$ cat src/rtl/lir_pkg.sv
`default_nettype none

package lir_pkg;

    // field and counter widths
    localparam int SAMPLE_BITS = 24;
    localparam int FRAC_BITS   = 16;
    localparam int RATE_BITS   = 18;
    localparam int COUNT_BITS  = 32;
    localparam int CHAN_BITS   = 2;
    localparam int INDEX_BITS  = 2;
    localparam int TDATA_BITS  = 2 * SAMPLE_BITS;

    // results per request and the counter that tracks them
    localparam int MAX_OUT  = 48;
    localparam int NUM_BITS = $clog2(MAX_OUT + 1);
    localparam logic [NUM_BITS-1:0] MAX_OUT_N = NUM_BITS'(MAX_OUT);

    // position arithmetic: count times rate, plus one rate step
    localparam int PROD_BITS = COUNT_BITS + RATE_BITS;
    localparam int CMP_BITS  = PROD_BITS + 1;

    // long division of (index * model_rate) << FRAC_BITS by target_rate
    localparam int DIVIDEND_BITS  = PROD_BITS + FRAC_BITS;
    localparam int DIV_RADIX_BITS = 2;
    localparam int DIV_STEPS      = DIVIDEND_BITS / DIV_RADIX_BITS;
    localparam int DIV_CNT_BITS   = $clog2(DIV_STEPS);

    // interpolation datapath
    localparam int DIFF_BITS  = SAMPLE_BITS + 1;
    localparam int BPROD_BITS = DIFF_BITS + FRAC_BITS + 1;

    // small queues on either side of the sequencer
    localparam int QUEUE_DEPTH = 2;
    localparam int PTR_BITS    = $clog2(QUEUE_DEPTH);
    localparam int FILL_BITS   = $clog2(QUEUE_DEPTH + 1);

    localparam logic [RATE_BITS-1:0] DEFAULT_RATE  = RATE_BITS'(48000);
    localparam logic [CHAN_BITS-1:0] CHAN_MONO     = CHAN_BITS'(1);
    localparam logic [CHAN_BITS-1:0] CHAN_RESET    = CHAN_BITS'(2);

    typedef enum logic [INDEX_BITS-1:0] {
        REG_MODEL_RATE    = 2'd0,
        REG_TARGET_RATE   = 2'd1,
        REG_CHANNEL_COUNT = 2'd2
    } cfg_reg_t;

    typedef logic signed [SAMPLE_BITS-1:0] sample_t;

    typedef struct packed {
        sample_t left;
        sample_t right;
        logic    fin;
    } frame_t;

    typedef struct packed {
        sample_t left;
        sample_t right;
        logic    last;
    } result_t;

    typedef struct packed {
        logic [RATE_BITS-1:0] model;
        logic [RATE_BITS-1:0] target;
        logic                 mono;
    } rate_cfg_t;

    typedef struct packed {
        logic                     start;
        logic [DIVIDEND_BITS-1:0] dividend;
        logic [RATE_BITS-1:0]     divisor;
    } div_req_t;

    typedef struct packed {
        logic                     done;
        logic [DIVIDEND_BITS-1:0] quotient;
    } div_rsp_t;

endpackage

`default_nettype wire

$ cat src/rtl/lir_front.sv
`default_nettype none

module lir_front
    import lir_pkg::*;
(
    input  logic                  aclk,
    input  logic                  aresetn,
    input  logic                  s_tvalid,
    output logic                  s_tready,
    input  logic [TDATA_BITS-1:0] s_tdata,
    input  logic                  s_tlast,
    input  logic                  mono,
    input  logic                  pop,
    output frame_t                head,
    output logic                  head_valid
);

    frame_t                mem_reg [QUEUE_DEPTH];
    logic [PTR_BITS-1:0]   wr_ptr_reg, wr_ptr_next;
    logic [PTR_BITS-1:0]   rd_ptr_reg, rd_ptr_next;
    logic [FILL_BITS-1:0]  fill_reg, fill_next;
    frame_t                entry;
    logic                  wr_en;
    logic                  rd_en;

    // mono requests carry a zero right sample from here on
    always_comb begin
        entry.left  = s_tdata[SAMPLE_BITS-1:0];
        entry.right = mono ? '0 : s_tdata[TDATA_BITS-1:SAMPLE_BITS];
        entry.fin   = s_tlast;
    end

    assign s_tready   = (fill_reg != FILL_BITS'(QUEUE_DEPTH));
    assign head_valid = (fill_reg != '0);
    assign head       = mem_reg[rd_ptr_reg];
    assign wr_en      = s_tvalid && s_tready;
    assign rd_en      = pop && head_valid;

    always_comb begin
        wr_ptr_next = wr_ptr_reg;
        rd_ptr_next = rd_ptr_reg;
        fill_next   = fill_reg;
        if (wr_en) begin
            wr_ptr_next = (wr_ptr_reg == PTR_BITS'(QUEUE_DEPTH - 1)) ? '0 : wr_ptr_reg + 1'b1;
        end
        if (rd_en) begin
            rd_ptr_next = (rd_ptr_reg == PTR_BITS'(QUEUE_DEPTH - 1)) ? '0 : rd_ptr_reg + 1'b1;
        end
        if (wr_en && !rd_en) begin
            fill_next = fill_reg + 1'b1;
        end else if (rd_en && !wr_en) begin
            fill_next = fill_reg - 1'b1;
        end
    end

    always_ff @(posedge aclk) begin
        if (!aresetn) begin
            wr_ptr_reg <= '0;
            rd_ptr_reg <= '0;
            fill_reg   <= '0;
        end else begin
            wr_ptr_reg <= wr_ptr_next;
            rd_ptr_reg <= rd_ptr_next;
            fill_reg   <= fill_next;
        end
    end

    always_ff @(posedge aclk) begin
        if (wr_en) begin
            mem_reg[wr_ptr_reg] <= entry;
        end
    end

endmodule

`default_nettype wire

$ cat config.mk
export PLATFORM = sky130hd
export DESIGN_NAME = lir_front
export DESIGN_NICKNAME = d
export VERILOG_FILES = /design/src/rtl/lir_pkg.sv /design/src/rtl/lir_front.sv
export SDC_FILE = /design/constraint.sdc
export NUM_CORES = 1
export LEC_CHECK = 0
export BUFFER_PORTS_ARGS = -buffer_cell sky130_fd_sc_hd__buf_2
export CORE_ASPECT_RATIO = 1.5
export CORE_MARGIN = 4
export CORE_UTILIZATION = 41
export CTS_CLUSTER_SIZE = 16
export DETAILED_ROUTE_END_ITERATION = 10
export PLACE_DENSITY_LB_ADDON = 0.1
export SLEW_MARGIN = 0
export SYNTH_ARGS = -nofsm -noshare
export SYNTH_HDL_FRONTEND = slang
export SYNTH_SLANG_ARGS = --single-unit
$ cat constraint.sdc
create_clock -name aclk -period 2.3 [get_ports aclk]
set_input_delay 0.46 -clock aclk [delete_from_list [all_inputs] [get_ports aclk]]
set_output_delay 0.46 -clock aclk [all_outputs]
set_load 0.1 [all_outputs]
==> flow_metrics.tcl <==
set metrics [dict create \
    outcome "completed" \
    cts_resized 0 \
    clk_pin_slew_ps 60 \
    hp-start "s_tdata[5]" \
    rsz0062_at_grt "no" \
    nFillCells 812 \
    yosys.area.top_type "edfxtp_1" \
    cts_tree "built" \
    synth_area_leaders "edfxtp_1 (75%), mux2_2 (14%), nor2b_1 (3.8%), dfxtp_1 (2.5%), and2_1 (0.64%)" \
    drc 0 \
    ys_seq_area_frac 0.775 \
    drv_cap 0 \
    start_util 0.422 \
    yosysMostFrequentCell "edfxtp_1" \
    ys_ff_latch 103 \
    setup-tns-final_ps 0 \
    syn_area_per_cell_um2 19.4 \
    cp_max_fo 27 \
    root_buffer "clkbuf_16" \
    tightestPinTransition_ps 506 \
    synth_compound_area_frac 0.00892 \
    ys.flop_type "edfxtp_1" \
    synth_top_cell_area_share 0.749 \
    die_x_um 87.9 \
    setup.worst_path.end "head[34]" \
    synth_xor_xnor_area_share 0.00669 \
    ys_types 23 \
    cts_num_sinks 103 \
    largest_reg_flops 98 \
    placementRows 43 \
    synth_edf_count 98 \
    antenna_found_initial 0 \
    drt-total-wl_mm 7.14 \
    ctsHoldBuffers 0 \
    async_reset_ff_frac 0 \
    worstPathRequired_ps 1840 \
    final_nets 371 \
    first_pass_iters 4 \
    synth_top_family_by_area "multiplexers" \
    syn_inst 202 \
    clk_path_buf_depth 2 \
    grt_max_degree 28 \
    drive_above_1_share 0.561 \
    setup_viol 0 \
    coreArea_um2 9310 \
    vias_per_cell 4.84 \
    r2r_end "fill_reg[1]" \
    period_share 0.937 \
    ys_warn_count 0 \
    wl_per_cell_um 16.5 \
    dp_hpwl_mm 4.85 \
    clk_latency_ps 340 \
    syn2layout_area_growth_pct 25.5 \
    n_antenna_cell 0 \
    grt_pass1_vias 2197 \
    clock.fmax_mhz 464 \
    vias 2096 \
    gr-total-overflow 0 \
    max_slew_margin 0.665 \
    drtAntennaViolNets 0 \
    postCtsSetupBuffers 0 \
    drtIter0Drc 101 \
    portBuffers 104 \
    cp-end-kind "output port" \
    die_area_um2 11200 \
    synth.area.mux_share 0.140 \
    slew_viol_final 0 \
    worst_hold_path_type "primary input to flip-flop" \
    arrival_ps 1700 \
    netlist_area_um2 3930 \
    reg2regPathDepth 5 \
    synth_nets 257 \
    die_y_um 128 \
    clock_skew_ps 5.25 \
    startpoint_type "flip-flop" \
    gp_congestion 0.708 \
    min_period_ps 2160 \
    synthTopCellsByCount "edfxtp_1 (98), mux2_2 (49), nor2b_1 (24), dfxtp_1 (5), and2_1 (4)" \
    synth-adder-area-share 0.00318 \
    r2r-start "fill_reg[0]" \
    grt_pass1_wl_mm 11.1 \
    rrSetupSlack_ps 740 \
    cts_max_level 3 \
    grt_use_total 0.134 \
    hold_viol 0 \
    crit_type "flip-flop to output port" \
    ios 105 \
    numCtsBuffers 9 \
    synth-simple-area-share 0.0548 \
]
[cells by family (layout without fill, tap and decap cells)]
group,count (synthesis),in the layout
AOI/OAI and AO/OA,5,5
xor gates and xnor gates,3,3
adders and majority gates,1,1
buffers and inverters,8,127
DFF,103,103
muxes,49,49
and+or+nand+nor,33,33
[routing by layer]
layer	GRT usage	up-vias	wire, um
li1	-	990	-
met1	0.145	1028	2620
met2	0.235	68	3850
met3	0.0469	10	567
met4	0.0515	0	104
met5	0	-	0
[final cells by class]
cell class	count	area, um2	share of cell area
Clock buffer	9	225	0.0457
Clock inverter	7	111	0.0226
Inverter	1	3.75	0.000761
Multi-Input combinational cell	91	842	0.171
Sequential cell	103	3040	0.617
Tap cell	112	140	0.0284
Timing Repair Buffer	110	566	0.115
[layout by cell type (no fill, tap or decap), drive strengths merged]
| cell | instances |
|---|---|
| edfxtp | 98 |
| inv | 1 |
| nand2b | 1 |
| xnor2 | 2 |
| clkinv | 3 |
| xor2 | 1 |
| o21ai | 2 |
| or2 | 1 |
| a21bo | 1 |
| and3 | 1 |
| and2 | 4 |
| mux2 | 49 |
| buf | 110 |
| clkbuf | 9 |
| a21boi | 2 |
| nand3b | 1 |
| ha | 1 |
| dfxtp | 5 |
| bufinv | 3 |
| nor2b | 24 |
| clkinvlp | 1 |
| or3 | 1 |
[worst max-delay path, cell delays in order, from the launching register on]
cell	delay, ps
dfxtp_2	330
buf_4	330
mux2_2	400
buf_2	300
[stage by stage]
| step | utilization | setup slack [ps] | instance area (um2) | hold slack [ps] | cells |
|---|---|---|---|---|---|
| detailed placement | 0.494 | 473 | 4600 | 552 | 417 |
| global placement | 0.494 | 484 | 4600 | 539 | 417 |
| CTS | 0.530 | 95.4 | 4930 | 290 | 433 |
| global route | 0.530 | 79.2 | 4930 | 296 | 433 |
| floorplan | - | 50.8 | 3930 | 512 | 202 |
| finish | 0.530 | 145 | 4930 | 310 | 433 |
[how the worst min path moves through the flow]
stage,to,depth (start not counted)
4_1_cts,mem_reg[0][29],1
3_5_place_dp,fill_reg[1],2
3_3_place_gp,fill_reg[1],2
5_1_grt,mem_reg[1][29],1
6_report,mem_reg[1][30],1
2_1_floorplan,fill_reg[1],2
Power is left out: the tool's default activity adds up to more than one toggle a clock period on the data nets, which glitch-free logic cannot reach.
