--- config.mk ---
export PLATFORM = sky130hd
export DESIGN_NAME = lir_div
export DESIGN_NICKNAME = d
export VERILOG_FILES = /design/src/rtl/lir_pkg.sv /design/src/rtl/lir_div.sv
export SDC_FILE = /design/constraint.sdc
export NUM_CORES = 1
export LEC_CHECK = 0
export BUFFER_PORTS_ARGS = -buffer_cell sky130_fd_sc_hd__clkbuf_2
export CORE_MARGIN = 2
export CORE_UTILIZATION = 59
export DETAILED_ROUTE_END_ITERATION = 6
export PLACE_DENSITY = 0.88
export SLEW_MARGIN = 40
export SYNTH_ARGS = -nofsm -noshare
export SYNTH_HDL_FRONTEND = slang
export SYNTH_SLANG_ARGS = --single-unit
--- constraint.sdc ---
create_clock -name aclk -period 12.93 [get_ports aclk]
set_clock_uncertainty 0.05 [all_clocks]
set_input_delay 0.6465 -clock aclk [delete_from_list [all_inputs] [get_ports aclk]]
set_output_delay 0.6465 -clock aclk [all_outputs]
set_load 0.05 [all_outputs]
--- src/rtl/lir_pkg.sv ---
`default_nettype none

package lir_pkg;

    // field and counter widths
    localparam int SAMPLE_BITS = 24;
    localparam int FRAC_BITS   = 16;
    localparam int RATE_BITS   = 18;
    localparam int COUNT_BITS  = 32;
    localparam int CHAN_BITS   = 2;
    localparam int INDEX_BITS  = 2;
    localparam int TDATA_BITS  = 2 * SAMPLE_BITS;

    // results per request and the counter that tracks them
    localparam int MAX_OUT  = 48;
    localparam int NUM_BITS = $clog2(MAX_OUT + 1);
    localparam logic [NUM_BITS-1:0] MAX_OUT_N = NUM_BITS'(MAX_OUT);

    // position arithmetic: count times rate, plus one rate step
    localparam int PROD_BITS = COUNT_BITS + RATE_BITS;
    localparam int CMP_BITS  = PROD_BITS + 1;

    // long division of (index * model_rate) << FRAC_BITS by target_rate
    localparam int DIVIDEND_BITS  = PROD_BITS + FRAC_BITS;
    localparam int DIV_RADIX_BITS = 2;
    localparam int DIV_STEPS      = DIVIDEND_BITS / DIV_RADIX_BITS;
    localparam int DIV_CNT_BITS   = $clog2(DIV_STEPS);

    // interpolation datapath
    localparam int DIFF_BITS  = SAMPLE_BITS + 1;
    localparam int BPROD_BITS = DIFF_BITS + FRAC_BITS + 1;

    // small queues on either side of the sequencer
    localparam int QUEUE_DEPTH = 2;
    localparam int PTR_BITS    = $clog2(QUEUE_DEPTH);
    localparam int FILL_BITS   = $clog2(QUEUE_DEPTH + 1);

    localparam logic [RATE_BITS-1:0] DEFAULT_RATE  = RATE_BITS'(48000);
    localparam logic [CHAN_BITS-1:0] CHAN_MONO     = CHAN_BITS'(1);
    localparam logic [CHAN_BITS-1:0] CHAN_RESET    = CHAN_BITS'(2);

    typedef enum logic [INDEX_BITS-1:0] {
        REG_MODEL_RATE    = 2'd0,
        REG_TARGET_RATE   = 2'd1,
        REG_CHANNEL_COUNT = 2'd2
    } cfg_reg_t;

    typedef logic signed [SAMPLE_BITS-1:0] sample_t;

    typedef struct packed {
        sample_t left;
        sample_t right;
        logic    fin;
    } frame_t;

    typedef struct packed {
        sample_t left;
        sample_t right;
        logic    last;
    } result_t;

    typedef struct packed {
        logic [RATE_BITS-1:0] model;
        logic [RATE_BITS-1:0] target;
        logic                 mono;
    } rate_cfg_t;

    typedef struct packed {
        logic                     start;
        logic [DIVIDEND_BITS-1:0] dividend;
        logic [RATE_BITS-1:0]     divisor;
    } div_req_t;

    typedef struct packed {
        logic                     done;
        logic [DIVIDEND_BITS-1:0] quotient;
    } div_rsp_t;

endpackage

`default_nettype wire

--- src/rtl/lir_div.sv ---
`default_nettype none

module lir_div
    import lir_pkg::*;
(
    input  logic     aclk,
    input  logic     aresetn,
    input  div_req_t req,
    output div_rsp_t rsp
);

    logic [DIVIDEND_BITS-1:0] num_reg, num_next;
    logic [RATE_BITS-1:0]     rem_reg, rem_next;
    logic [RATE_BITS-1:0]     dvs_reg;
    logic [DIV_CNT_BITS-1:0]  cnt_reg;
    logic                     busy_reg;
    logic                     done_reg;

    // restoring division, two quotient bits a cycle; quotient shifts in behind the dividend
    always_comb begin
        logic [RATE_BITS:0] trial;
        logic               qbit;
        rem_next = rem_reg;
        num_next = num_reg;
        for (int j = 0; j < DIV_RADIX_BITS; j++) begin
            trial = {rem_next, num_next[DIVIDEND_BITS-1]};
            qbit  = 1'b0;
            if (trial >= {1'b0, dvs_reg}) begin
                trial = trial - {1'b0, dvs_reg};
                qbit  = 1'b1;
            end
            rem_next = trial[RATE_BITS-1:0];
            num_next = {num_next[DIVIDEND_BITS-2:0], qbit};
        end
    end

    always_ff @(posedge aclk) begin
        if (!aresetn) begin
            busy_reg <= 1'b0;
            done_reg <= 1'b0;
            cnt_reg  <= '0;
        end else begin
            done_reg <= 1'b0;
            if (req.start) begin
                busy_reg <= 1'b1;
                cnt_reg  <= '0;
            end else if (busy_reg) begin
                cnt_reg <= cnt_reg + 1'b1;
                if (cnt_reg == DIV_CNT_BITS'(DIV_STEPS - 1)) begin
                    busy_reg <= 1'b0;
                    done_reg <= 1'b1;
                end
            end
        end
    end

    always_ff @(posedge aclk) begin
        if (req.start) begin
            num_reg <= req.dividend;
            rem_reg <= '0;
            dvs_reg <= req.divisor;
        end else if (busy_reg) begin
            num_reg <= num_next;
            rem_reg <= rem_next;
        end
    end

    assign rsp.done     = done_reg;
    assign rsp.quotient = num_reg;

endmodule

`default_nettype wire

==> results.ini <==
[timing]
maxSlewViolCount = 0
setup-tns-final_ps = 0
fmax_ghz = 0.1735
slew-limit-headroom = 0.5036
worstMarginPinSlew_ps = 744.6
setup_viol = 0
post-route-min-period_ps = 5764
rsz0062_at_grt = no
finalCritPeriodShare = 0.4458
finalHoldViolations = 0

[grt]
gr-usage-all-layers = 0.2680
grt_first_pass_wirelength_mm = 24.56
grt_max_degree = 84
grt_pass1_vias = 5125
antenna_found_initial = 0
overflow = 0

[critical_path]
crit_chain = inv_1, ha_1, nor2b_1, o31ai_2, a211oi_2, a211oi_2, a21o_4, nand2_1, mux2_1, ha_1, a21oi_1, o21ai_1, a211oi_2, a21oi_1, o32a_1, a31oi_1, o31ai_4, buf_4, mux2i_1, a211oi_1
worstPathArrival_ps = 6000
max_stage_delay_ps = 480
cp-end-kind = register
cpMaxStageDelayCell = mux2_1
critical_path.max_fanout = 13
critPathMostFrequentCell = a211oi_2
critPathKind = register to register
critPathLaunchType = register
required_ps = 13170

[layout]
drive_above_1_share = 0.3498
diodes = 0
area_growth_pct = 16.29
final_cells = 849
largest_reg_flops = 66
nets = 831

[floorplanning]
die_y_um = 108.5
dieArea_sq_mm = 0.01178
design.core.area_sq_mm = 0.01075
rows = 38
start_util = 0.5998
die_w_um = 108.5
ios = 154

[synthesis]
synth-xor-area-share = 0.03941
synth_area_sq_mm = 0.006445
syn_avg_cell_area_sq_um = 11.57
synth_compound_area_frac = 0.1239
synth_cell_types = 56
yosys_most_used_dff = edfxtp_1
yosysWarnings = 0
ys_seq_elements = 110
synth_edf_count = 84
synth_top_family_by_area = multiplexers
ys_seq_area_frac = 0.4721
synth-adder-area-share = 0.07998
synthMuxAreaShare = 0.1609
async_reset_ff_frac = 0
postSynthCellCount = 557
synth_fp_nets = 684
synth-simple-area-share = 0.08930

[route]
first_iter_violations = 418
drt_wl_total_mm = 15.37
final_antenna_net_count = 0
met1_length_mm = 5.909
viasPerCell = 5.974
drc = 0
vias = 5072
wl_met2_mm = 7.644
detail_route.wl_per_cell_um = 18.10
wl_met3_mm = 1.359
firstDrtPassIters = 5
top_layer_used = met4

[power]
cellPowerDensity_mw_per_mm2 = 172.7
seqPwrFrac = 0.351
clkPwrFrac = 0.152
p_sw_frac = 0.4111
ir_drop_mv = 0.1173
power_frac_comb = 0.497
power.switching_mw = 0.5319
power.internal_mw = 0.7621
cellLeakagePower_nw = 3.212

[clock_tree]
clockBufferDepth = 2
postCtsSetupBuffers = 0
clk_pin_slew_worst_paths_ps = 100
cts_hold_buf = 0
clock_latency_ps = 380
cts.htree.levels = 3
cts_buffers = 9
cts_tree = done
clk_root_buffer_cell = clkbuf_8
cts_resized = 0
cts_sinks = 110

[worst_hold_path]
hp-class = primary input to register

[run_status]
status = complete, no violations

[placed_design]
dp_hpwl_mm = 11.71
dpl.cell_count = 833
numPortBuffers = 153
place_congestion = 0.8941

[run]
maxCapViolations = 0

## routing by layer
| metal | vias to the layer above | global-route usage |
|---|---|---|
| li1 | 2382 | - |
| met1 | 2408 | 0.3256 |
| met2 | 235 | 0.4446 |
| met3 | 47 | 0.07233 |
| met4 | 0 | 0.1227 |
| met5 | - | 0 |
## cells in the mapped netlist (3+ instances only)
cell type,instances,area (sq um)
a211oi_1,19,142.6
a211oi_2,3,37.54
a21o_1,8,60.06
a21oi_1,28,140.1
a221oi_1,3,26.28
a31oi_1,4,25.02
and4_1,3,26.28
buf_2,3,15.01
buf_6,3,33.78
clkbuf_1,14,52.55
dfxtp_1,26,520.5
edfxtp_1,84,2522
ha_1,38,475.5
inv_1,30,112.6
mux2_1,9,101.4
mux2_2,68,765.7
mux2i_1,17,170.2
nand2_1,26,97.59
nand3_1,14,70.07
nand4_1,5,31.28
nor2_1,40,150.1
nor2b_1,7,43.79
nor3_1,9,45.04
o21a_1,11,82.58
o21ai_0,11,55.05
o21ai_1,6,30.03
o31ai_1,3,22.52
or3_1,4,25.02
xnor2_1,20,175.2
xor2_1,9,78.83
## logic make-up after synthesis
kind of cell / count (synthesis)
and+or+nand+nor: 119
AOI/OAI and AO/OA: 114
DFF: 110
muxes: 94
buffers and inverters: 51
adders and majority gates: 40
xor gates and xnor gates: 29
## critical path, delay by kind of cell, from the launching register on
kind	cells	cell delay, ps
adder cells (fa/ha/maj)	2	600
flip-flops	1	430
multiplexers	2	630
buffers and inverters	2	400
AO/OA/AOI/OAI	12	3050
AND/OR/NAND/NOR	2	500
## layout make-up
type                       instances  area (sq um)
fill                             791          3251
multi-input combinational        396          3183
sequential                       110          3043
timing repair buffer             157         802.0
tap                              140         175.2
clock buffer                      14         162.7
inverter                          30         112.6
clock inverter                     2         16.27
## layout by cell type, fill, tap and decap left out, drive strengths merged, types with 3 or more instances in the layout
cell type / netlist / routed
inv: 30 / 31
xor2: 9 / 9
o31ai: 5 / 5
nand3: 14 / 14
a21o: 9 / 9
a211oi: 22 / 22
mux2i: 17 / 17
xnor2: 20 / 20
a221oi: 3 / 3
ha: 38 / 38
or3: 4 / 4
clkbuf: 14 / 166
a31oi: 4 / 4
nor2: 40 / 40
nand2: 26 / 26
edfxtp: 84 / 84
o21ai: 17 / 17
nor2b: 7 / 7
nor3: 9 / 9
nand4: 5 / 5
and4: 4 / 4
a21oi: 28 / 28
buf: 7 / 5
o21a: 11 / 11
dfxtp: 26 / 26
mux2: 77 / 77
o311ai: 3 / 3
## power by group through the flow
stage / registers, mW / logic, mW / clock network (mW)
global route: 0.459 / 0.692 / 0.210
floorplan: 0.538 / 0.422 / 0
finish: 0.455 / 0.643 / 0.197
detailed placement: 0.461 / 0.628 / 0
CTS: 0.454 / 0.634 / 0.199
global placement: 0.460 / 0.603 / 0
## metrics by stage
step / utilization / cell area (sq um) / hold WS, ps / total power, mW / worst slack (ps)
after floorplan: - / 6445 / 392.8 / 0.9598 / 7985
after global placement: 0.6805 / 7312 / 420.1 / 1.062 / 7502
after detailed placement: 0.6808 / 7316 / 450.9 / 1.090 / 7288
after CTS: 0.6975 / 7495 / 372.3 / 1.287 / 7285
after global routing: 0.6975 / 7495 / 371.8 / 1.361 / 6772
final: 0.6975 / 7495 / 387.4 / 1.294 / 7166
## worst paths after layout
check	from	to	slack, ps	depth (start not counted)
worst max-delay path	dvs_reg[1]	rem_reg[5]	7170	20
worst min-delay path	req[9]	dvs_reg[9]	390	1
worst max register to register	dvs_reg[1]	rem_reg[5]	7170	20
worst min register to register	cnt_reg[5]	cnt_reg[5]	460	2
Power figures use the tool's default switching activity.
