--- config.mk ---
export PLATFORM = sky130hd
export DESIGN_NAME = lir_out
export DESIGN_NICKNAME = d
export VERILOG_FILES = /design/src/rtl/lir_pkg.sv /design/src/rtl/lir_out.sv
export SDC_FILE = /design/constraint.sdc
export NUM_CORES = 1
export LEC_CHECK = 0
export ABC_CLOCK_PERIOD_IN_PS = 3200
export BUFFER_PORTS_ARGS = -buffer_cell sky130_fd_sc_hd__buf_2
export CELL_PAD_IN_SITES_DETAIL_PLACEMENT = 1
export CELL_PAD_IN_SITES_GLOBAL_PLACEMENT = 1
export CORE_ASPECT_RATIO = 0.5
export CORE_MARGIN = 3
export CORE_UTILIZATION = 39
export DETAILED_ROUTE_END_ITERATION = 6
export HOLD_SLACK_MARGIN = 0.15
export PLACE_DENSITY_LB_ADDON = 0.1
export SLEW_MARGIN = 25
export SYNTH_ARGS = -nofsm -noshare
export SYNTH_HDL_FRONTEND = slang
export SYNTH_SLANG_ARGS = --single-unit
--- constraint.sdc ---
create_clock -name aclk -period 3.2 [get_ports aclk]
set_clock_uncertainty 0.2 [all_clocks]
set_input_delay 0 -clock aclk [delete_from_list [all_inputs] [get_ports aclk]]
set_output_delay 0 -clock aclk [all_outputs]
set_load 0.02 [all_outputs]
--- src/rtl/lir_pkg.sv ---
`default_nettype none

package lir_pkg;

    // field and counter widths
    localparam int SAMPLE_BITS = 24;
    localparam int FRAC_BITS   = 16;
    localparam int RATE_BITS   = 18;
    localparam int COUNT_BITS  = 32;
    localparam int CHAN_BITS   = 2;
    localparam int INDEX_BITS  = 2;
    localparam int TDATA_BITS  = 2 * SAMPLE_BITS;

    // results per request and the counter that tracks them
    localparam int MAX_OUT  = 48;
    localparam int NUM_BITS = $clog2(MAX_OUT + 1);
    localparam logic [NUM_BITS-1:0] MAX_OUT_N = NUM_BITS'(MAX_OUT);

    // position arithmetic: count times rate, plus one rate step
    localparam int PROD_BITS = COUNT_BITS + RATE_BITS;
    localparam int CMP_BITS  = PROD_BITS + 1;

    // long division of (index * model_rate) << FRAC_BITS by target_rate
    localparam int DIVIDEND_BITS  = PROD_BITS + FRAC_BITS;
    localparam int DIV_RADIX_BITS = 2;
    localparam int DIV_STEPS      = DIVIDEND_BITS / DIV_RADIX_BITS;
    localparam int DIV_CNT_BITS   = $clog2(DIV_STEPS);

    // interpolation datapath
    localparam int DIFF_BITS  = SAMPLE_BITS + 1;
    localparam int BPROD_BITS = DIFF_BITS + FRAC_BITS + 1;

    // small queues on either side of the sequencer
    localparam int QUEUE_DEPTH = 2;
    localparam int PTR_BITS    = $clog2(QUEUE_DEPTH);
    localparam int FILL_BITS   = $clog2(QUEUE_DEPTH + 1);

    localparam logic [RATE_BITS-1:0] DEFAULT_RATE  = RATE_BITS'(48000);
    localparam logic [CHAN_BITS-1:0] CHAN_MONO     = CHAN_BITS'(1);
    localparam logic [CHAN_BITS-1:0] CHAN_RESET    = CHAN_BITS'(2);

    typedef enum logic [INDEX_BITS-1:0] {
        REG_MODEL_RATE    = 2'd0,
        REG_TARGET_RATE   = 2'd1,
        REG_CHANNEL_COUNT = 2'd2
    } cfg_reg_t;

    typedef logic signed [SAMPLE_BITS-1:0] sample_t;

    typedef struct packed {
        sample_t left;
        sample_t right;
        logic    fin;
    } frame_t;

    typedef struct packed {
        sample_t left;
        sample_t right;
        logic    last;
    } result_t;

    typedef struct packed {
        logic [RATE_BITS-1:0] model;
        logic [RATE_BITS-1:0] target;
        logic                 mono;
    } rate_cfg_t;

    typedef struct packed {
        logic                     start;
        logic [DIVIDEND_BITS-1:0] dividend;
        logic [RATE_BITS-1:0]     divisor;
    } div_req_t;

    typedef struct packed {
        logic                     done;
        logic [DIVIDEND_BITS-1:0] quotient;
    } div_rsp_t;

endpackage

`default_nettype wire

--- src/rtl/lir_out.sv ---
`default_nettype none

module lir_out
    import lir_pkg::*;
(
    input  logic                  aclk,
    input  logic                  aresetn,
    input  logic                  push,
    input  result_t               push_data,
    output logic                  space,
    output logic                  m_tvalid,
    input  logic                  m_tready,
    output logic [TDATA_BITS-1:0] m_tdata,
    output logic                  m_tlast
);

    result_t               mem_reg [QUEUE_DEPTH];
    logic [PTR_BITS-1:0]   wr_ptr_reg, wr_ptr_next;
    logic [PTR_BITS-1:0]   rd_ptr_reg, rd_ptr_next;
    logic [FILL_BITS-1:0]  fill_reg, fill_next;
    result_t               head;
    logic                  rd_en;

    assign space    = (fill_reg != FILL_BITS'(QUEUE_DEPTH));
    assign m_tvalid = (fill_reg != '0);
    assign head     = mem_reg[rd_ptr_reg];
    assign m_tdata  = {head.right, head.left};
    assign m_tlast  = head.last;
    assign rd_en    = m_tvalid && m_tready;

    always_comb begin
        wr_ptr_next = wr_ptr_reg;
        rd_ptr_next = rd_ptr_reg;
        fill_next   = fill_reg;
        if (push) begin
            wr_ptr_next = (wr_ptr_reg == PTR_BITS'(QUEUE_DEPTH - 1)) ? '0 : wr_ptr_reg + 1'b1;
        end
        if (rd_en) begin
            rd_ptr_next = (rd_ptr_reg == PTR_BITS'(QUEUE_DEPTH - 1)) ? '0 : rd_ptr_reg + 1'b1;
        end
        if (push && !rd_en) begin
            fill_next = fill_reg + 1'b1;
        end else if (rd_en && !push) begin
            fill_next = fill_reg - 1'b1;
        end
    end

    always_ff @(posedge aclk) begin
        if (!aresetn) begin
            wr_ptr_reg <= '0;
            rd_ptr_reg <= '0;
            fill_reg   <= '0;
        end else begin
            wr_ptr_reg <= wr_ptr_next;
            rd_ptr_reg <= rd_ptr_next;
            fill_reg   <= fill_next;
        end
    end

    always_ff @(posedge aclk) begin
        if (push) begin
            mem_reg[wr_ptr_reg] <= push_data;
        end
    end

endmodule

`default_nettype wire

==> run_results.csv, run 1 <==
group,metric,value,unit
finish,final_nets,395,
timing,setup_viol,0,
timing,worstMarginPinSlew,0.779,ns
synth,synth_top_area_share,78.5,%
timing,min_period_over_period,63.6,%
placement,gp_congestion,0.688,
run,cap_violations,0,
finish,multiInputGateArea,681,um^2
power_and_ir_drop,power,3.72,mW
finish,regArea,3040,um^2
worst_setup_path,r2r-end,"wr_ptr_reg",
finish,layout_commonest_cell,"buf_2",
floorplan,die_area,10900,um^2
clock_tree,cts_tree,"done",
placement,dpl_cell_area,4440,um^2
clock_tree,cts-root-buf,"clkbuf_16",
synth,avgSynthCellArea,21.5,um^2
global_routing,grt-ovfl-total,0,
hold_path,hold_depth,2,
timing,period_needed,2.03,ns
timing,hold_viol_final,0,
finish,largest_reg_flops,98,
finish,fin_area,5270,um^2
drt,wl_met3,352,um
drt,met2_length,3.95,mm
global_routing,grt_pass1_vias,2317,
timing,tns,0,ns
floorplan,core_area,9010,um^2
worst_setup_path,rr_worst_depth,3,
synth,yosysTopAreaCell,"edfxtp_1",
worst_setup_path,crit_type,"in2reg",
run_status,status,"finished, final reports clean",
power_and_ir_drop,vdd_drop_max,0.357,mV
timing,slew_headroom,47.9,%
worst_setup_path,path_max_fanout,25,
floorplan,ios,104,
global_routing,grt_max_degree,27,
synth,synth_warnings,0,
timing,rsz0062_at_grt,"no",
drt,avgRoutedWirePerCell,16.6,um
synth,yosys.cell_types.count,18,
worst_setup_path,start_kind,"input pin",
timing,finalMaxSlewViolations,0,
finish,fillers,856,
placement,io_buffers,103,
floorplan,rows,24,
drt,met1_length,3.37,mm
global_routing,grtUsageTotal,14.6,%
drt,finalWirelength,7.70,mm
floorplan,start_util,41.6,%
drt,vias_per_cell,4.57,
power_and_ir_drop,p_per_area,705,nW/um^2
finish,n_antenna_cell,0,
clock_tree,ctsLongestPathBuffers,2,
synth,synth_seq_cells,103,
drt,vias,2118,
clock_tree,cts_buffers,9,
placement,hpwl,5.22,mm
floorplan,die_h,75.3,um
worst_setup_path,reg2reg_from,"wr_ptr_reg",
clock_tree,htreeDepth,3,
global_routing,antenna_found_initial,0,
drt,top_layer,"met4",
clock_tree,cts.sinks,103,
finish,fin_util,58.5,%
drt,first_iter_violations,102,
drt,drtPass1Iterations,4,
worst_setup_path,cp.required,3.27,ns
worst_setup_path,rrSetupSlack,1.21,ns
clock_tree,clk_pin_slew,0.06,ns
hold_path,hold_path_class,"in2reg",
floorplan,dieWidth,145,um
synth,synth-seq-area-share,81.2,%
global_routing,grt_pass1_wl,11.8,mm
worst_setup_path,critPathCaptureType,"register",
timing,fmax,0.491,GHz
power_and_ir_drop,leakage,2.00,nW
synth,synth.net_count,228,
synth,synth.top_cells.by_area,"edfxtp_1, mux2_2, dfxtp_1",
hold_path,hold_path_end,"mem_reg[0][15]",
finish,drive_gt1_share,50.3,%
hold_path,min_from,"push_data[15]",
drt,drc,0,
finish,final_cell_mix,"buf_2, edfxtp_1, dlygate4sd3_1",
synth,synthCells,174,
drt,ant_nets,0,
clock_tree,insertion_delay,0.33,ns
synth,synth_area,3750,um^2
finish,syn_to_final_growth,40.7,%
worst_setup_path,arrival,2.11,ns
==> layout make-up <==
type | instances | area share [%]
tap | 117 | 2.78
timing repair buffer | 161 | 20.8
clock inverter | 5 | 1.40
multi-input combinational | 66 | 12.9
clock buffer | 11 | 4.41
sequential | 103 | 57.7
==> routing by layer <==
| metal | vias up | GRT usage, % |
|---|---|---|
| met3 | 4 | 5.08 |
| met1 | 1040 | 17.8 |
| met4 | 0 | 2.79 |
| li1 | 1018 | - |
| met5 | - | 0 |
| met2 | 56 | 26.0 |
==> critical path: stages <==
cell and delay [ns]:
dlygate4sd3_1 0.52, buf_2 0.15, nor2b_4 0.67, o21a_1 0.22
dlygate4sd3_1 0.54
==> metrics by stage <==
stage,std cells,setup WS [ns],hold slack (ns)
after floorplan,174,0.0190,-0.101
final,463,1.17,0.190
after global routing,463,1.05,0.190
after CTS,463,1.16,0.176
after global placement,394,1.45,-0.0102
after detailed placement,394,1.40,-0.00835
==> power by group <==
part           internal (mW)  switching [mW]
clock network          0.680           0.433
logic                  0.445           0.532
registers               1.57          0.0527
==> cells by family after synthesis <==
| logic type | synth area share [%] |
|---|---|
| buffers and inverters | 0.901 |
| AO/OA/AOI/OAI | 0.667 |
| flip-flops | 81.2 |
| adder cells (fa/ha/maj) | 0.334 |
| multiplexers | 14.7 |
| AND/OR/NAND/NOR | 1.50 |
| XOR/XNOR | 0.701 |
==> repair_timing <==
action                                 CTS  global route
hold buffers                            53             0
endpoints found under the hold margin  138             0
setup buffers                            0             0
gates resized for setup                  0             0
==> synthesized netlist by cell type <==
library cell	n
dfxtp_1	5
buf_4	1
nor2b_1	2
xor2_1	1
ha_1	1
nand2b_1	1
buf_2	3
buf_6	1
xnor2_1	2
o21ai_0	1
o21a_1	1
mux2_2	49
and2_1	4
or3_1	1
edfxtp_1	98
or2_2	1
a21boi_1	1
o21ai_1	1
==> worst max path at each step <==
stage / from / to / slack, ns
floorplan: wr_ptr_reg / mem_reg[0][0] / 0.02
global placement: wr_ptr_reg / mem_reg[0][31] / 1.45
detailed placement: wr_ptr_reg / mem_reg[0][2] / 1.40
CTS: push / wr_ptr_reg / 1.16
global route: push / wr_ptr_reg / 1.05
finish: push / wr_ptr_reg / 1.17
(Power assumes the default switching activity.)
==> run 2, diff against run 1 <==
--- a/config.mk
+++ b/config.mk
@@ -5,7 +5,8 @@
 export SDC_FILE = /design/constraint.sdc
 export NUM_CORES = 1
 export LEC_CHECK = 0
-export ABC_CLOCK_PERIOD_IN_PS = 3200
+export ABC_AREA = 1
+export ABC_CLOCK_PERIOD_IN_PS = 1800
 export BUFFER_PORTS_ARGS = -buffer_cell sky130_fd_sc_hd__buf_2
 export CELL_PAD_IN_SITES_DETAIL_PLACEMENT = 1
 export CELL_PAD_IN_SITES_GLOBAL_PLACEMENT = 1
==> constraint.sdc (replaced) <==
create_clock -name aclk -period 1.8 [get_ports aclk]
set_clock_uncertainty 0.2 [all_clocks]
set_input_delay 0 -clock aclk [delete_from_list [all_inputs] [get_ports aclk]]
set_output_delay 0 -clock aclk [all_outputs]
set_load 0.02 [all_outputs]
==> run 2 against run 1 <==
  * Final cell count rose by 5.6%
  * Synthesized cell count rose by 8.0%
  * Combinational power fell by 1%
  * Non-clock buffer count did not move
  * Utilization rose by 0.47 points
  * Sequential cell count did not move
  * First-iteration DRC count fell by 23%
  * Highest routed layer unchanged
==> run_results.csv, run 2 <==
group,metric,value,unit
synth,synth_compound_area_share,0.459,%
synth,avgSynthCellArea,20.3,um^2
power_and_ir_drop,leakage,2.07,nW
synth,synth_top_family_by_area,"multiplexers",
synth,synth_seq_cells,103,
timing,worstMarginPinSlew,0.305,ns
floorplan,die_area,11100,um^2
clock_tree,cts-root-buf,"clkbuf_16",
finish,fin_area,5370,um^2
floorplan,start_util,41.9,%
synth,yosysMostFrequentCell,"edfxtp_1",
clock_tree,insertion_delay,0.33,ns
clock_tree,ctsLongestPathBuffers,2,
drt,vias,2231,
placement,io_buffers,103,
finish,drive_gt1_share,48.2,%
synth,synth_edf_count,98,
hold_path,hold_path_class,"in2reg",
synth,synth.top_cells.by_area,"edfxtp_1, mux2_2, mux2_4",
drt,finalWirelength,7.88,mm
drt,avgRoutedWirePerCell,16.1,um
clock_tree,cts_tree,"done",
worst_setup_path,start_kind,"register",
power_and_ir_drop,vdd_drop_max,0.581,mV
synth,synth_xor_area_share,0,%
synth,synthAdderAreaFrac,0.328,%
finish,layout_commonest_cell,"buf_2",
floorplan,ios,104,
worst_setup_path,arrival,1.48,ns
timing,period_needed,1.68,ns
global_routing,grt_pass1_vias,2573,
clock_tree,post_cts_buffers,0,
timing,hold_ws,0.184,ns
global_routing,grtUsageTotal,15.2,%
global_routing,grt-ovfl-total,0,
drt,ant_nets,0,
clock_tree,clk_pin_slew,0.06,ns
worst_setup_path,path_buf_inv,2,
timing,slew_headroom,79.7,%
timing,min_period_over_period,93.4,%
run,cap_violations,0,
synth,synth_common_cells,"edfxtp_1, mux2_2, mux2_4, nand2_1, inv_1",
worst_setup_path,crit_family,"buffers and inverters",
synth,synth.net_count,242,
finish,final_nets,409,
timing,setup_viol,0,
timing,fmax,0.595,GHz
global_routing,grt_max_degree,33,
placement,hpwl,5.18,mm
finish,syn_to_final_growth,40.7,%
floorplan,dieWidth,146,um
finish,multiInputGateArea,702,um^2
worst_setup_path,critPathMaxStageDelay,0.37,ns
timing,tns,0,ns
power_and_ir_drop,p_per_area,1070,nW/um^2
global_routing,antenna_found_initial,0,
drt,first_iter_violations,79,
worst_setup_path,crit_slowest_cell,"mux2_2",
finish,regArea,3040,um^2
synth,synth-seq-area-share,79.7,%
finish,largest_reg_flops,98,
placement,gp_congestion,0.658,
floorplan,core_area,9100,um^2
timing,hold_viol_final,0,
synth,synth_area,3820,um^2
finish,n_antenna_cell,0,
timing,finalMaxSlewViolations,0,
clock_tree,cts.sinks,103,
placement,dpl_cell_area,4540,um^2
synth,ys.flop_type,"edfxtp_1",
synth,synthCells,188,
timing,rsz0062_at_grt,"no",
synth,synthSimpleGateAreaFrac,1.97,%
floorplan,rows,24,
clock_tree,cts_buffers,9,
synth,synth_top_area_share,77.1,%
synth,muxShareOfSynthArea,15.4,%
clock_tree,htreeDepth,3,
worst_setup_path,cp.required,1.60,ns
synth,yosys.cell_types.count,16,
synth,yosysTopAreaCell,"edfxtp_1",
worst_setup_path,rrSetupSlack,0.23,ns
placement,dp_cells,422,
drt,drtPass1Iterations,4,
synth,ys_async_sr_fraction,0,%
finish,fin_cells,489,
worst_setup_path,crit_type,"reg2out",
worst_setup_path,path_cells,"buf_6 > mux2_2 > buf_2",
worst_setup_path,critPathCaptureType,"primary output",
finish,fillers,894,
synth,synth_warnings,0,
drt,vias_per_cell,4.56,
global_routing,grt_pass1_wl,12.9,mm
worst_setup_path,path_max_fanout,21,
drt,drc,0,
run_status,status,"finished, final reports clean",
finish,final_cell_mix,"buf_2, edfxtp_1, dlygate4sd3_1",
floorplan,die_h,75.9,um
==> run 2: worst paths after layout <==
path | from | to | depth (start not counted)
max | register | m_tdata[4] | 3
min | push_data[40] | mem_reg[1][40] | 2
max reg2reg | fill_reg[1] | fill_reg[1] | 8
min reg2reg | rd_ptr_reg | rd_ptr_reg | 2
==> run 2: layer usage <==
layer / vias to the layer above / GRT usage (%) / wire (um)
li1: 1052 / - / -
met1: 1114 / 16.8 / 3160
met2: 59 / 27.3 / 4230
met3: 6 / 5.66 / 417
met4: 0 / 4.55 / 68
met5: - / 0 / 0
==> run 2: kinds of logic (layout without fill, tap and decap cells) <==
kind of cell,after synthesis,in the layout
AO/OA/AOI/OAI,3,3
adder cells (fa/ha/maj),1,1
buffers and inverters,13,184
flip-flops,103,103
multiplexers,49,49
AND/OR/NAND/NOR,19,19
==> run 2: layout make-up <==
class / count / share of cell area (%)
tap: 130 / 3.03
multi-input combinational: 72 / 13.1
timing repair buffer: 161 / 20.9
clock buffer: 11 / 4.33
clock inverter: 4 / 1.33
inverter: 8 / 0.629
sequential: 103 / 56.7
==> run 2: power breakdown <==
group | internal (mW) | switching (mW) | total, mW
registers | 2.78 | 0.0406 | 2.82
logic | 0.444 | 0.521 | 0.965
clock network | 1.21 | 0.771 | 1.98
total | 4.42 | 1.33 | 5.76
==> run 2: through the flow <==
stage | setup slack (ns) | util (%) | power [mW]
after floorplan | 0.0664 | - | 3.44
after global placement | 0.368 | 49.9 | 3.73
after detailed placement | 0.222 | 49.9 | 3.76
after CTS | 0.0146 | 59.0 | 5.84
after global routing | 0.0466 | 59.0 | 6.03
final | 0.118 | 59.0 | 5.76
==> run 2: what timing repair did <==
action | CTS | global route
gates resized for setup | 0 | 1
hold endpoints to repair | 139 | 0
hold buffers | 52 | 0
setup endpoints to repair | 0 | 18
==> run 3, diff against run 2 <==
--- a/config.mk
+++ b/config.mk
@@ -13,6 +13,7 @@
 export CORE_ASPECT_RATIO = 0.5
 export CORE_MARGIN = 3
 export CORE_UTILIZATION = 39
+export CTS_CLUSTER_DIAMETER = 200
 export DETAILED_ROUTE_END_ITERATION = 6
 export HOLD_SLACK_MARGIN = 0.15
 export PLACE_DENSITY_LB_ADDON = 0.1
==> constraint.sdc (replaced) <==
create_clock -name aclk -period 1.8 [get_ports aclk]
set_clock_uncertainty 0.2 [all_clocks]
set_input_delay 0.18 -clock aclk [delete_from_list [all_inputs] [get_ports aclk]]
set_output_delay 0.18 -clock aclk [all_outputs]
set_load 0.02 [all_outputs]
==> run 3 against run 2 <==
  * The run now ends with negative setup slack left
  * Combinational power is 12% higher
  * Clock power is 5% lower
  * Sequential share of layout area is 1.6 points lower
  * Sequential power hardly changed
  * Power is 0.32% higher
  * Setup slack worse by 0.15 ns
  * Sequential cell count stayed put
  * Critical endpoint is now m_tdata[27]
  * Highest routed layer unchanged
==> run_results.csv, run 3 (synthesis gave the netlist of run 2 again) <==
group,metric,value,unit
timing,hold_viol_final,0,
power_and_ir_drop,pwr-share-seq,48.8,%
global_routing,grt_pass1_wl,12.5,mm
worst_setup_path,cp.required,1.42,ns
placement,gp_congestion,0.689,
finish,n_antenna_cell,0,
global_routing,grt_max_degree,29,
timing,finalMaxSlewViolations,0,
worst_setup_path,crit_slowest_cell,"dfxtp_4",
worst_setup_path,start_kind,"register",
floorplan,rows,24,
run_status,status,"complete, but fails checks",
worst_setup_path,arrival,1.45,ns
clock_tree,insertion_delay,0.34,ns
global_routing,grt_pass1_vias,2508,
worst_setup_path,critPathMaxStageDelay,0.37,ns
drt,vias,2234,
placement,io_buffers,103,
finish,final_cell_mix,"edfxtp_1, buf_2, dlygate4sd3_1",
hold_path,hold_path_class,"reg2reg",
drt,drc,0,
timing,worstMarginPinSlew,0.395,ns
power_and_ir_drop,p_sw_share,24.0,%
drt,first_iter_violations,103,
timing,hold_ws,0.313,ns
timing,fmax,0.547,GHz
floorplan,dieWidth,146,um
floorplan,die_h,75.9,um
drt,vias_per_cell,4.56,
worst_setup_path,crit_type,"reg2out",
finish,largest_reg_flops,98,
worst_setup_path,path_max_fanout,27,
global_routing,antenna_found_initial,0,
clock_tree,cts_tree,"done",
power_and_ir_drop,p_int,4.39,mW
global_routing,grtUsageTotal,14.5,%
timing,slew_headroom,73.7,%
clock_tree,cts.sinks,103,
timing,period_needed,1.83,ns
drt,avgRoutedWirePerCell,16.1,um
finish,syn_to_final_growth,45.0,%
power_and_ir_drop,p_per_area,1040,nW/um^2
floorplan,ios,104,
placement,dp_worst_setup_slack,0.223,ns
timing,rsz0062_at_grt,"yes",
power_and_ir_drop,switching_power,1.39,mW
power_and_ir_drop,p_comb_share,18.7,%
finish,layout_commonest_cell,"edfxtp_1",
global_routing,grt-ovfl-total,0,
floorplan,start_util,41.9,%
floorplan,core_area,9100,um^2
clock_tree,ctsLongestPathBuffers,2,
clock_tree,cts-root-buf,"clkbuf_16",
power_and_ir_drop,vdd_drop_max,0.566,mV
placement,hpwl,5.00,mm
floorplan,die_area,11100,um^2
clock_tree,clk_pin_slew,0.07,ns
power_and_ir_drop,leakage,2.15,nW
clock_tree,htreeDepth,3,
timing,min_period_over_period,102,%
finish,final_nets,409,
drt,finalWirelength,7.90,mm
clock_tree,post_cts_buffers,0,
timing,tns,-0.331,ns
power_and_ir_drop,power,5.78,mW
timing,setup_slack,-0.0289,ns
timing,setup_viol,24,
run,cap_violations,0,
drt,drtPass1Iterations,4,
finish,drive_gt1_share,48.6,%
run_status,violations,"negative setup slack",
power_and_ir_drop,p_clk_share,32.5,%
clock_tree,cts_buffers,9,
finish,fin_util,60.8,%
worst_setup_path,critPathCaptureType,"primary output",
worst_setup_path,path_cells,"buf_12 > mux2_2 > buf_2",
drt,ant_nets,0,
[run 3: cell count changes in the layout (fill, tap and decap cells not counted), sizes merged]
| cell | previous run | this run |
|---|---|---|
| clkinvlp | 2 | 3 |
| bufinv | 2 | 1 |
| clkinv | 1 | 2 |
[run 3: routing by layer]
layer / share of wire (%) / GRT usage [%]
met5: 0 / 0
met2: 54 / 25.4
met4: 1.1 / 4.45
met1: 40 / 16.4
met3: 4.8 / 5.78
[run 3: power groups by stage]
stage / registers, mW / logic, mW / clock network [mW]
CTS: 2.82 / 0.993 / 1.95
finish: 2.82 / 1.08 / 1.88
global route: 2.83 / 1.16 / 2.04
detailed placement: 2.87 / 0.891 / 0
floorplan: 2.86 / 0.587 / 0
global placement: 2.86 / 0.870 / 0
[run 3: final timing paths]
kind,start,endpoint,slack (ns),depth (start not counted)
worst min register to register,rd_ptr_reg,register,0.31,2
worst max-delay path,register,m_tdata[27],-0.03,3
worst max register to register,fill_reg[1],fill_reg[0],0.19,5
worst min-delay path,rd_ptr_reg,register,0.31,2
[run 3: repair_timing]
action	4_1_cts	5_1_grt
setup endpoints to repair	46	49
hold endpoints to repair	103	0
gates cloned	0	0
pin swaps	0	0
resized for setup	6	46
hold buffers	52	0
[run 3: layout make-up]
| type | instances | area (um^2) |
|---|---|---|
| inverter | 8 | 33.8 |
| sequential | 103 | 3050 |
| multi-input combinational | 72 | 754 |
| tap | 130 | 163 |
| fill | 861 | 3570 |
| clock inverter | 5 | 58.8 |
| timing repair buffer | 161 | 1240 |
| clock buffer | 11 | 233 |
[run 3: metrics by stage]
step	area [um^2]	cells
final	5530	490
after global routing	5530	490
after CTS	5380	490
after detailed placement	4550	422
after global placement	4550	422
after floorplan	3830	188
[run 3: worst max-delay path, delay by kind of cell (launching register included)]
family                 cells  cell delay [ns]
DFF                        1             0.37
muxes                      1             0.36
buffers and inverters      2             0.36
